$ cat src/hw/rtl/wdff_pkg.sv
// types, codes and header offsets for the wep data frame filter
package wdff_pkg;

  localparam int unsigned BYTE_W   = 8;
  localparam int unsigned POS_W    = 6;
  localparam int unsigned STATUS_W = 3;
  localparam int unsigned DS_W     = 2;
  localparam int unsigned NID_W    = 48;
  localparam int unsigned KIDX_W   = 2;
  localparam int unsigned PAIR_W   = NID_W + KIDX_W;

  localparam logic [POS_W-1:0] POS_MAX = 6'd63;

  localparam logic [BYTE_W-1:0] FC_DATA      = 8'h08;
  localparam logic [BYTE_W-1:0] FC_QOS_DATA  = 8'h88;
  localparam logic [BYTE_W-1:0] FC_NULL_DATA = 8'h48;
  localparam logic [BYTE_W-1:0] FC_QOS_NULL  = 8'hC8;

  localparam logic [DS_W-1:0] DS_NONE = 2'd0;
  localparam logic [DS_W-1:0] DS_TO   = 2'd2;
  localparam logic [DS_W-1:0] DS_BOTH = 2'd3;

  localparam logic [POS_W-1:0] BSSID_AT_NONE  = 6'd16;
  localparam logic [POS_W-1:0] BSSID_AT_TO    = 6'd4;
  localparam logic [POS_W-1:0] BSSID_AT_OTHER = 6'd10;
  localparam logic [POS_W-1:0] BSSID_LEN      = 6'd6;
  localparam logic [POS_W-1:0] KEY_AT_3ADDR   = 6'd27;
  localparam logic [POS_W-1:0] KEY_AT_4ADDR   = 6'd33;

  typedef enum logic [STATUS_W-1:0] {
    ST_NOT_DATA    = 3'd0,
    ST_UNPROTECTED = 3'd1,
    ST_PAD_NONZERO = 3'd2,
    ST_SEEN        = 3'd3,
    ST_CAPTURED    = 3'd4,
    ST_TABLE_FULL  = 3'd5,
    ST_TOO_SHORT   = 3'd6
  } status_t;

  typedef enum logic [2:0] {
    S_PARSE  = 3'b001,
    S_SEARCH = 3'b010,
    S_COMMIT = 3'b100
  } state_t;

  function automatic logic [POS_W-1:0] bssid_start(input logic [DS_W-1:0] ds);
    logic [POS_W-1:0] s;
    if (ds == DS_NONE) begin
      s = BSSID_AT_NONE;
    end else if (ds == DS_TO) begin
      s = BSSID_AT_TO;
    end else begin
      s = BSSID_AT_OTHER;
    end
    return s;
  endfunction

  function automatic logic [POS_W-1:0] key_pos(input logic [DS_W-1:0] ds);
    return (ds == DS_BOTH) ? KEY_AT_4ADDR : KEY_AT_3ADDR;
  endfunction

  function automatic logic is_data(input logic [BYTE_W-1:0] c);
    return (c == FC_DATA) || (c == FC_QOS_DATA) || (c == FC_NULL_DATA) || (c == FC_QOS_NULL);
  endfunction

endpackage

$ cat src/hw/rtl/wep_data_frame_filter_core.sv
// header parser for protected 802.11 data frames with a table of seen bssid/key pairs
// bytes are taken one per cycle unless in_stall is up; a verdict that needs no table lookup
// is registered in the cycle after the final byte. a lookup walks the pair memory one
// entry per cycle through its single read port, and the input is stalled until its
// verdict is committed. reset empties the table by clearing its fill count; no clearing
// pass over the memory is needed.
module wep_data_frame_filter_core #(
  parameter int unsigned TABLE_DEPTH = 64
) (
  input  logic                                clk,
  input  logic                                rst_n,
  input  logic                                in_valid,
  output logic                                in_stall,
  input  logic [wdff_pkg::BYTE_W-1:0]         in_frame_byte,
  input  logic                                in_last_byte,
  output logic                                out_valid,
  input  logic                                out_stall,
  output logic [wdff_pkg::STATUS_W-1:0]       out_status,
  output logic [wdff_pkg::DS_W-1:0]           out_ds_mode,
  output logic [wdff_pkg::NID_W-1:0]          out_network_id,
  output logic [wdff_pkg::KIDX_W-1:0]         out_key_index
);
  import wdff_pkg::*;

  localparam int unsigned CNT_W = $clog2(TABLE_DEPTH + 1);
  localparam int unsigned IDX_W = (TABLE_DEPTH > 1) ? $clog2(TABLE_DEPTH) : 1;
  localparam logic [CNT_W-1:0] DEPTH_C = CNT_W'(TABLE_DEPTH);

  // per-frame parse state
  logic [POS_W-1:0]   byte_pos_r, byte_pos_nxt;
  logic [BYTE_W-1:0]  frame_class_r, frame_class_nxt;
  logic [2:0]         layout_r, layout_nxt;
  logic [NID_W-1:0]   net_r, net_nxt;
  logic [BYTE_W-1:0]  key_r, key_nxt;

  // lookup control
  state_t             state_r, state_nxt;
  logic [CNT_W-1:0]   used_r, used_nxt;
  logic [CNT_W-1:0]   iss_r, iss_nxt;
  logic               cmp_valid_r, cmp_valid_nxt;
  logic               found_r, found_nxt;
  logic [PAIR_W-1:0]  pair_r, pair_nxt;
  logic [DS_W-1:0]    ds_hold_r, ds_hold_nxt;

  // output word
  logic               out_valid_r, out_valid_nxt;
  logic [STATUS_W-1:0] out_status_r, out_status_nxt;
  logic [DS_W-1:0]    out_ds_r, out_ds_nxt;
  logic [NID_W-1:0]   out_nid_r, out_nid_nxt;
  logic [KIDX_W-1:0]  out_kidx_r, out_kidx_nxt;

  // pair memory
  logic [PAIR_W-1:0]  pair_mem [TABLE_DEPTH];
  logic [PAIR_W-1:0]  rd_data_r;
  logic [IDX_W-1:0]   rd_addr;
  logic [IDX_W-1:0]   wr_addr;
  logic               mem_we;

  // byte update and verdict
  logic               in_acc;
  logic               out_free;
  logic [POS_W-1:0]   pos_inc;
  logic [BYTE_W-1:0]  class_upd;
  logic [2:0]         layout_upd;
  logic [NID_W-1:0]   net_upd;
  logic [BYTE_W-1:0]  key_upd;
  logic [DS_W-1:0]    ds_cur;
  logic [POS_W-1:0]   bs;
  logic [POS_W-1:0]   kp;
  logic [STATUS_W-1:0] v_status;
  logic [DS_W-1:0]    v_ds;
  logic [NID_W-1:0]   v_nid;
  logic [KIDX_W-1:0]  v_kidx;
  logic               v_search;
  logic               match;

  assign out_free = !out_valid_r || !out_stall;
  assign in_stall = (state_r != S_PARSE) || (in_last_byte && out_valid_r && out_stall);
  assign in_acc   = in_valid && !in_stall;

  always_comb begin
    pos_inc    = (byte_pos_r < POS_MAX) ? byte_pos_r + 6'd1 : byte_pos_r;
    class_upd  = frame_class_r;
    layout_upd = layout_r;
    net_upd    = net_r;
    key_upd    = key_r;
    ds_cur     = layout_r[1:0];
    bs         = bssid_start(ds_cur);
    kp         = key_pos(ds_cur);
    if (byte_pos_r == 6'd0) begin
      class_upd = in_frame_byte;
    end else if (byte_pos_r == 6'd1) begin
      // tods is bit 0, fromds bit 1 of the flags byte
      ds_cur     = {in_frame_byte[0], in_frame_byte[1]};
      layout_upd = {in_frame_byte[6], ds_cur};
      kp         = key_pos(ds_cur);
    end else begin
      if ((byte_pos_r >= bs) && (byte_pos_r < bs + BSSID_LEN)) begin
        net_upd = {net_r[NID_W-BYTE_W-1:0], in_frame_byte};
      end
      if (byte_pos_r == kp) begin
        key_upd = in_frame_byte;
      end
    end

    v_status = ST_NOT_DATA;
    v_ds     = '0;
    v_nid    = '0;
    v_kidx   = '0;
    v_search = 1'b0;
    if (!is_data(class_upd)) begin
      v_status = ST_NOT_DATA;
    end else if (pos_inc < 6'd2) begin
      v_status = ST_TOO_SHORT;
    end else begin
      v_ds = ds_cur;
      if (!layout_upd[2]) begin
        v_status = ST_UNPROTECTED;
      end else if (pos_inc <= kp) begin
        v_status = ST_TOO_SHORT;
      end else begin
        v_nid  = net_upd;
        v_kidx = key_upd[7:6];
        if (key_upd[5:0] != 6'd0) begin
          v_status = ST_PAD_NONZERO;
        end else begin
          v_search = 1'b1;
        end
      end
    end
  end

  assign match   = cmp_valid_r && (rd_data_r == pair_r);
  assign rd_addr = iss_r[IDX_W-1:0];
  assign wr_addr = used_r[IDX_W-1:0];

  always_comb begin
    state_nxt       = state_r;
    byte_pos_nxt    = byte_pos_r;
    frame_class_nxt = frame_class_r;
    layout_nxt      = layout_r;
    net_nxt         = net_r;
    key_nxt         = key_r;
    used_nxt        = used_r;
    iss_nxt         = iss_r;
    cmp_valid_nxt   = 1'b0;
    found_nxt       = found_r;
    pair_nxt        = pair_r;
    ds_hold_nxt     = ds_hold_r;
    out_valid_nxt   = out_valid_r && out_stall;
    out_status_nxt  = out_status_r;
    out_ds_nxt      = out_ds_r;
    out_nid_nxt     = out_nid_r;
    out_kidx_nxt    = out_kidx_r;
    mem_we          = 1'b0;

    case (state_r)
      S_PARSE: begin
        if (in_acc) begin
          if (in_last_byte) begin
            byte_pos_nxt    = '0;
            frame_class_nxt = '0;
            layout_nxt      = '0;
            net_nxt         = '0;
            key_nxt         = '0;
            if (v_search) begin
              pair_nxt    = {v_nid, v_kidx};
              ds_hold_nxt = v_ds;
              iss_nxt     = '0;
              found_nxt   = 1'b0;
              state_nxt   = S_SEARCH;
            end else begin
              out_valid_nxt  = 1'b1;
              out_status_nxt = v_status;
              out_ds_nxt     = v_ds;
              out_nid_nxt    = v_nid;
              out_kidx_nxt   = v_kidx;
            end
          end else begin
            byte_pos_nxt    = pos_inc;
            frame_class_nxt = class_upd;
            layout_nxt      = layout_upd;
            net_nxt         = net_upd;
            key_nxt         = key_upd;
          end
        end
      end
      S_SEARCH: begin
        if (match) begin
          found_nxt = 1'b1;
          state_nxt = S_COMMIT;
        end else if (iss_r < used_r) begin
          iss_nxt       = iss_r + 1'b1;
          cmp_valid_nxt = 1'b1;
        end else if (!cmp_valid_r) begin
          state_nxt = S_COMMIT;
        end
      end
      S_COMMIT: begin
        if (out_free) begin
          out_valid_nxt = 1'b1;
          out_ds_nxt    = ds_hold_r;
          out_nid_nxt   = pair_r[PAIR_W-1:KIDX_W];
          out_kidx_nxt  = pair_r[KIDX_W-1:0];
          if (found_r) begin
            out_status_nxt = ST_SEEN;
          end else if (used_r >= DEPTH_C) begin
            out_status_nxt = ST_TABLE_FULL;
          end else begin
            out_status_nxt = ST_CAPTURED;
            mem_we         = 1'b1;
            used_nxt       = used_r + 1'b1;
          end
          state_nxt = S_PARSE;
        end
      end
      default: begin
        state_nxt = S_PARSE;
      end
    endcase
  end

  always_ff @(posedge clk) begin
    if (mem_we) begin
      pair_mem[wr_addr] <= pair_r;
    end
    rd_data_r <= pair_mem[rd_addr];
  end

  always_ff @(posedge clk) begin
    if (!rst_n) begin
      state_r       <= S_PARSE;
      byte_pos_r    <= '0;
      frame_class_r <= '0;
      layout_r      <= '0;
      net_r         <= '0;
      key_r         <= '0;
      used_r        <= '0;
      iss_r         <= '0;
      cmp_valid_r   <= 1'b0;
      found_r       <= 1'b0;
      out_valid_r   <= 1'b0;
    end else begin
      state_r       <= state_nxt;
      byte_pos_r    <= byte_pos_nxt;
      frame_class_r <= frame_class_nxt;
      layout_r      <= layout_nxt;
      net_r         <= net_nxt;
      key_r         <= key_nxt;
      used_r        <= used_nxt;
      iss_r         <= iss_nxt;
      cmp_valid_r   <= cmp_valid_nxt;
      found_r       <= found_nxt;
      out_valid_r   <= out_valid_nxt;
    end
  end

  always_ff @(posedge clk) begin
    pair_r       <= pair_nxt;
    ds_hold_r    <= ds_hold_nxt;
    out_status_r <= out_status_nxt;
    out_ds_r     <= out_ds_nxt;
    out_nid_r    <= out_nid_nxt;
    out_kidx_r   <= out_kidx_nxt;
  end

  assign out_valid      = out_valid_r;
  assign out_status     = out_status_r;
  assign out_ds_mode    = out_ds_r;
  assign out_network_id = out_nid_r;
  assign out_key_index  = out_kidx_r;

  a_used_bound: assert property (@(posedge clk) disable iff (!rst_n)
    used_r <= DEPTH_C)
    else $error("pair count beyond table depth");

  a_used_grows_on_capture: assert property (@(posedge clk) disable iff (!rst_n)
    (used_r != $past(used_r)) |-> (out_valid_r && (out_status_r == ST_CAPTURED)))
    else $error("pair count changed without a captured verdict");

  a_compare_in_search: assert property (@(posedge clk) disable iff (!rst_n)
    cmp_valid_r |-> (state_r == S_SEARCH))
    else $error("memory compare outside search");

  a_issue_bound: assert property (@(posedge clk) disable iff (!rst_n)
    (state_r == S_SEARCH) |-> (iss_r <= used_r))
    else $error("lookup read beyond filled entries");

endmodule

$ cat config.mk
export PLATFORM = sky130hd
export DESIGN_NAME = wep_data_frame_filter_core
export DESIGN_NICKNAME = d
export VERILOG_FILES = /design/src/hw/rtl/wdff_pkg.sv /design/src/hw/rtl/wep_data_frame_filter_core.sv
export SDC_FILE = /design/constraint.sdc
export NUM_CORES = 2
export LEC_CHECK = 0
export ABC_AREA = 1
export BUFFER_PORTS_ARGS = -buffer_cell sky130_fd_sc_hd__buf_2
export CELL_PAD_IN_SITES_DETAIL_PLACEMENT = 1
export CELL_PAD_IN_SITES_GLOBAL_PLACEMENT = 1
export CORE_MARGIN = 3
export CORE_UTILIZATION = 50
export DETAILED_ROUTE_END_ITERATION = 12
export MAX_ROUTING_LAYER = met4
export PLACE_DENSITY = 0.82
export SYNTH_ARGS = -nofsm -noshare
export SYNTH_HDL_FRONTEND = slang
export SYNTH_SLANG_ARGS = --single-unit
export TNS_END_PERCENT = 5
$ cat constraint.sdc
create_clock -name clk -period 7.76 [get_ports clk]
set_input_delay 0.776 -clock clk [delete_from_list [all_inputs] [get_ports clk]]
set_output_delay 0.776 -clock clk [all_outputs]
set_load 0.005 [all_outputs]
Word-level counts from Yosys, hierarchy flattened. Memory sizes are Yosys's and may differ from the RTL's. A register that Yosys moved wholly into a read port is not among the register bits. Index checks and enable logic that the tools add are counted.

Input bits: 13. RAM bits: 3200. Output and inout port bits: 57. Memories: 1. Register bits after elaboration: 200. Word-level logic and storage cells: 184.

Memory list: pair_mem (words 64, width 50, rd ports 1, clocked after memory_dff 1, wr ports 1, RTL line wep_data_frame_filter_core.sv:53) `logic [PAIR_W-1:0] pair_mem [TABLE_DEPTH];`.

Eq/ne operators: 25. Add/sub/neg operators: 4. Bitwise gates (word level): 4. Reductions and logical operators: 29. $lt $le $gt $ge: 7. Multiplexer cells: 96.

Operators with widths (number): 2-to-1 mux 48 bit (12); one-hot mux 48 bit (2 select lines) (1); 2-to-1 mux 3 bit (19); == test 50 bit (1); 2-to-1 mux 8 bit (6); 2-to-1 mux 6 bit (6); 2-to-1 mux 7 bit (5); 2-to-1 mux 2 bit (17); 2-to-1 mux 1 bit (21); inequality test 2 bit, second input constant (9); == test 8 bit, second input constant (2); adder 7 x 1 -> 7 bit, second input constant (2); one-hot mux 7 bit (2 select lines) (1); AND reduction 4 bit (3); AND reduction 6 bit (2); AND reduction 5 bit (2); one-hot mux 3 bit (3 select lines) (1); == test 8 x 4 -> 1 bit, second input constant (1); == test 8 x 7 -> 1 bit, second input constant (1); one-hot mux 2 bit (2 select lines) (2); greater-or-equal comparator 7 bit, second input constant (1); less-than comparator 7 bit (1); adder 6 x 1 -> 6 bit, second input constant (1); adder 6 x 3 -> 6 bit, second input constant (1); 27 further kinds (47).

Logic depth before layout (Yosys ltp).
Depth in word-level cells: 17. Gate-level depth with buffers: 20. Mapped depth without buffers: 20.

Worst setup path after synthesis. Ideal clock, no wire load.

Path kind: reg2reg. Start: register byte_pos_r[1]. End: register out_ds_r[0] (netlist: out_ds_mode[0]), enable pin. Arrival time: 6.153 ns. Data required time: 7.209 ns. Slack: 1.056 ns. Buffers on the path: 1. Cell stages (with the launch flop): 18. Period minus slack after synthesis: 6.704 ns. Setup time: 0.551 ns. Path through: dfxtp_1 inv_1 ha_1 nand2_1 nor2_2 nand2_1 nand2_1 inv_1 ha_1 nand3_1 a21oi_1 nand2_1 nand2_1 nand2_2 nand3_2 nand2_2 buf_6 a21boi_0.

Longest elaborated chain between the ends: 12. Elaborated cells on any way between the ends: 31. Classes of those cells: add/sub: 1; order compare: 3; eq/ne: 7; mux: 14; reduce/logical: 6.

Ends and longest elaborated chain: from (decl) (RTL line wep_data_frame_filter_core.sv:30) `logic [POS_W-1:0] byte_pos_r, byte_pos_nxt;`; from (signal assigned) (RTL line wep_data_frame_filter_core.sv:245) `byte_pos_r <= byte_pos_nxt;`; branches (longest 9 deep; another with adder 6 x 1 -> 6 bit); 2-to-1 mux 1 bit (*) (RTL line wep_data_frame_filter_core.sv:111) `if (!is_data(class_upd)) begin`; inequality test 2 bit (no source line) (*); AND reduction 5 bit (no source line) (*); to (signal assigned) (RTL line wep_data_frame_filter_core.sv:262) `out_ds_r <= out_ds_nxt;`; to (decl) (RTL line wep_data_frame_filter_core.sv:48) `logic [DS_W-1:0] out_ds_r, out_ds_nxt;`.

Every way passes the cells marked *. The select of a mux whose other input is x is not followed. A chain may end at the register's enable or synchronous reset.

Worst setup path in the final report.
Start: register state_r[2]. End: memory pair_mem[22][32] (netlist name), enable pin.

Longest elaborated chain between the ends: 4.

Ends and longest elaborated chain: from (decl) (RTL line wep_data_frame_filter_core.sv:37) `state_t state_r, state_nxt;`; from (signal assigned) (RTL line wep_data_frame_filter_core.sv:244) `state_r <= state_nxt;`; == test 3 bit (RTL line wep_data_frame_filter_core.sv:157) `case (state_r)`; 2-to-1 mux 1 bit (RTL line wep_data_frame_filter_core.sv:157); 2-to-1 mux 1 bit (RTL line wep_data_frame_filter_core.sv:224) `if (mem_we) begin`; 2-to-1 mux 1 bit (implied by the code) (RTL line wep_data_frame_filter_core.sv:225) `pair_mem[wr_addr] <= pair_r;`; to (decl) (RTL line wep_data_frame_filter_core.sv:53).

No other way between the ends.

==> run metrics <==
status complete, no violations; Syn. warnings 0; vias in the first global route 98211; postcts setup bufs 0; syn avg cell area 13.2 um2; Final Hold Viols 0; synthesis-to-layout area growth 11.3%; clk_skew 0.0698 ns; post-CTS resize count 0; final setup violating endpoints 0; Crit-path slowest cell nor2_4; fin crit share 62.1%; Cells after Synth 10212; setup TNS 0 ns; Min Hold Slack 0.182 ns; Synth Register Bits 3448; multi-input combinational cell area 0.0298 mm2; clock slew at reported path FFs 0.06 ns; Antenna Nets Post-Route 0; cts hold-fix bufs 0; fillers 25906; Clock Latency Late Sink 0.98 ns; Post-synth EDFFs 3307; placed inst area 0.139 mm2; crit path max fanout 32; PD cells 244 mW/mm2; count of port buffers added during placement 69; Crit. End Element flop; I/O pin count 70; post-layout minimum cycle time 4.82 ns; max_cap viols 0; clock sinks 3448; Tot GR Track Use 32.9%; WS Path Type flop to flop; DRC 0; Core ar. 0.268 mm2; WP data required 8.30 ns; H-tree level count 5; grt ovf 0; dominant synthesized flop cell edfxtp_1; largest net degree at the start of global routing 225; Die W 525 um; max-slew violation count 0; DR pass1 iterations 6; fmax 208 MHz; Register Area 0.102 mm2; drt via density 6.77; DP HPWL 241000 um; maximum clock insertion buffer count 4; CP Cell Sequence inv_1, nor3_4, buf_4, nand3_1, clkinv_1, nand4_1, nor2_4, buf_4; share of post-route cells with drive strength above 1 8.68%; initial antenna violation count 34; # rows 190; Lkg Pwr 41.1 nW; 1st-iter DRT viols 14325; startpoint types flop; TritonCTS clock tree yes; CTS buffer count 358; RePlAce Congestion 0.886; Synthesized Nets 10247; routed len/inst 32.5 um; RSZ-0062 raised after global routing no; worst hold-check path type input pin to flop; post-synthesis sequential area ratio 75.7%; Crit path max-delay family simple AND/OR/NAND/NOR gates; largest stage delay on the critical path 1.05 ns; WL final 454000 um; Root Driver clkbuf_16; distinct cell type count after synthesis 47; first-pass GRT wire length 657000 um; Cell Area, Synth 0.135 mm2; Critical Path AT 5.36 ns; Crit path buffers/inverters 4; Rel. slew slack 11.2%; Crit path top cell by count buf_4; DR vias 94524; layout net count 10160; chip height 525 um; async set or reset register ratio after synthesis 0%; die footprint 0.276 mm2; Worst Tran Pin Value 1.32 ns; maximum vdd ir drop 240 uV; Post-Layout Inst Area 0.150 mm2; Initial Utilization 50.3%
[final cells by class]
| type | count | share of cell area (%) |
|---|---|---|
| inverters | 133 | 0.357 |
| clock inverters | 152 | 0.806 |
| diodes | 24 | 0.0400 |
| flip-flops and latches | 3448 | 68.1 |
| clock buffers | 474 | 6.40 |
| multi-input cells | 5904 | 19.9 |
| well taps | 3552 | 2.96 |
| repair buffers | 280 | 1.47 |
[cell usage in the layout, fill, tap and decap left out, types with 24 or more instances in the layout]
master / n
clkbuf_1: 98
o21a_1: 49
buf_2: 69
o221ai_1: 319
clkbuf_16: 361
clkinv_1: 72
xnor2_1: 33
nor2_1: 1699
nor2_4: 66
dfxtp_1: 137
edfxtp_1: 3307
o211ai_1: 81
nand3_1: 390
or2_2: 40
o21ai_0: 1669
o21ai_1: 48
inv_1: 114
buf_4: 189
o22ai_1: 479
diode_2: 24
a21oi_1: 181
nand2_1: 672
nand4_1: 65
clkinv_2: 54
[synth_stat cells (2+ instances only)]
| cell | count | share of area, % |
|---|---|---|
| o21ai_1 | 47 | 0.17 |
| nand4_1 | 65 | 0.30 |
| a21oi_1 | 181 | 0.67 |
| clkbuf_2 | 2 | 0.0074 |
| nor2_2 | 10 | 0.046 |
| a31oi_1 | 8 | 0.037 |
| clkbuf_1 | 589 | 1.6 |
| nand2_1 | 672 | 1.9 |
| o311ai_0 | 2 | 0.013 |
| or2_1 | 16 | 0.074 |
| ha_1 | 22 | 0.20 |
| clkinv_1 | 9 | 0.025 |
| nand3_1 | 390 | 1.4 |
| nor3_4 | 2 | 0.024 |
| buf_4 | 4 | 0.022 |
| xor2_1 | 16 | 0.10 |
| o221ai_1 | 319 | 2.1 |
| buf_6 | 9 | 0.075 |
| nor2_4 | 4 | 0.033 |
| o21a_1 | 49 | 0.27 |
| mux2_2 | 3 | 0.025 |
| nor3_1 | 7 | 0.026 |
| mux2i_1 | 2 | 0.015 |
| a22o_1 | 3 | 0.019 |
| or2_2 | 40 | 0.19 |
| buf_1 | 63 | 0.18 |
| nor3_2 | 2 | 0.015 |
| buf_2 | 60 | 0.22 |
| inv_1 | 120 | 0.33 |
| xnor2_1 | 33 | 0.21 |
| o21ai_0 | 1670 | 6.2 |
| nor2_1 | 1761 | 4.9 |
| nand2_2 | 8 | 0.037 |
| inv_2 | 4 | 0.011 |
| edfxtp_1 | 3307 | 74 |
| o22ai_1 | 479 | 2.2 |
| nand3_2 | 4 | 0.030 |
| dfxtp_1 | 141 | 2.1 |
| o211ai_1 | 81 | 0.45 |
[flip-flops by register name (all words and copies together) (netlist names)]
signal	flops
out_network_id	48
cmp_valid_r	1
frame_class_r	6
pair_r	50
state_r	3
net_r	48
layout_r	3
iss_r	7
out_valid	1
found_r	1
ds_hold_r	2
byte_pos_r	6
pair_mem	3200
key_r	8
rd_data_r	50
out_ds_mode	2
out_status	3
out_key_index	2
used_r	7
[worst register-to-register path: stages, from the launching register on]
cell and delay, ns:
dfxtp_1 0.38, inv_1 0.10, nor3_4 0.14, buf_4 0.29, nand3_1 0.39, clkinv_1 0.44
nand4_1 0.86, nor2_4 1.06, buf_4 0.71
[worst paths after layout]
check / from / slack (ns) / cells after the start / to
max reg2reg: state_r[2] / 2.94 / 8 / pair_mem[22][32]
max: state_r[2] / 2.94 / 8 / pair_mem[22][32]
min reg2reg: frame_class_r[5] / 0.47 / 2 / frame_class_r[5]
min: in_frame_byte[0] / 0.18 / 3 / layout_r[1]
[logic make-up after synthesis]
family	after synthesis	share of synthesized area, %
multiplexers	5	0.0399
XOR/XNOR	49	0.318
AND/OR/NAND/NOR	2985	9.03
adder cells (fa/ha/maj)	22	0.204
buffers and inverters	860	2.51
other	1	0.00278
AO/OA/AOI/OAI	2842	12.2
flip-flops	3448	75.7
[routing by layer]
| metal | global-route usage, % | vias to the layer above | share of wire [%] |
|---|---|---|---|
| met4 | 15.0 | 0 | 4.8 |
| li1 | - | 38022 | - |
| met3 | 7.29 | 1394 | 12 |
| met1 | 40.9 | 48121 | 36 |
| met5 | - | - | 0 |
| met2 | 51.8 | 6987 | 48 |
[stage by stage]
stage / worst slack (ns) / util [%] / std cells / power (mW)
after floorplan: 1.06 / - / 10212 / 20.5
after global placement: 3.26 / 51.9 / 13317 / 20.6
after detailed placement: 3.08 / 51.9 / 13317 / 20.6
after CTS: 3.11 / 55.9 / 13943 / 36.7
after global routing: 2.84 / 55.9 / 13964 / 37.4
final: 2.94 / 56.0 / 13967 / 36.6
[power by group]
part | total [mW] | internal, mW | switching, mW
clock network | 16.4 | 9.29 | 7.14
registers | 20.1 | 20.1 | 0.00914
logic | 0.0849 | 0.0210 | 0.0639
total | 36.6 | 29.4 | 7.21
(Power assumes the default switching activity.)
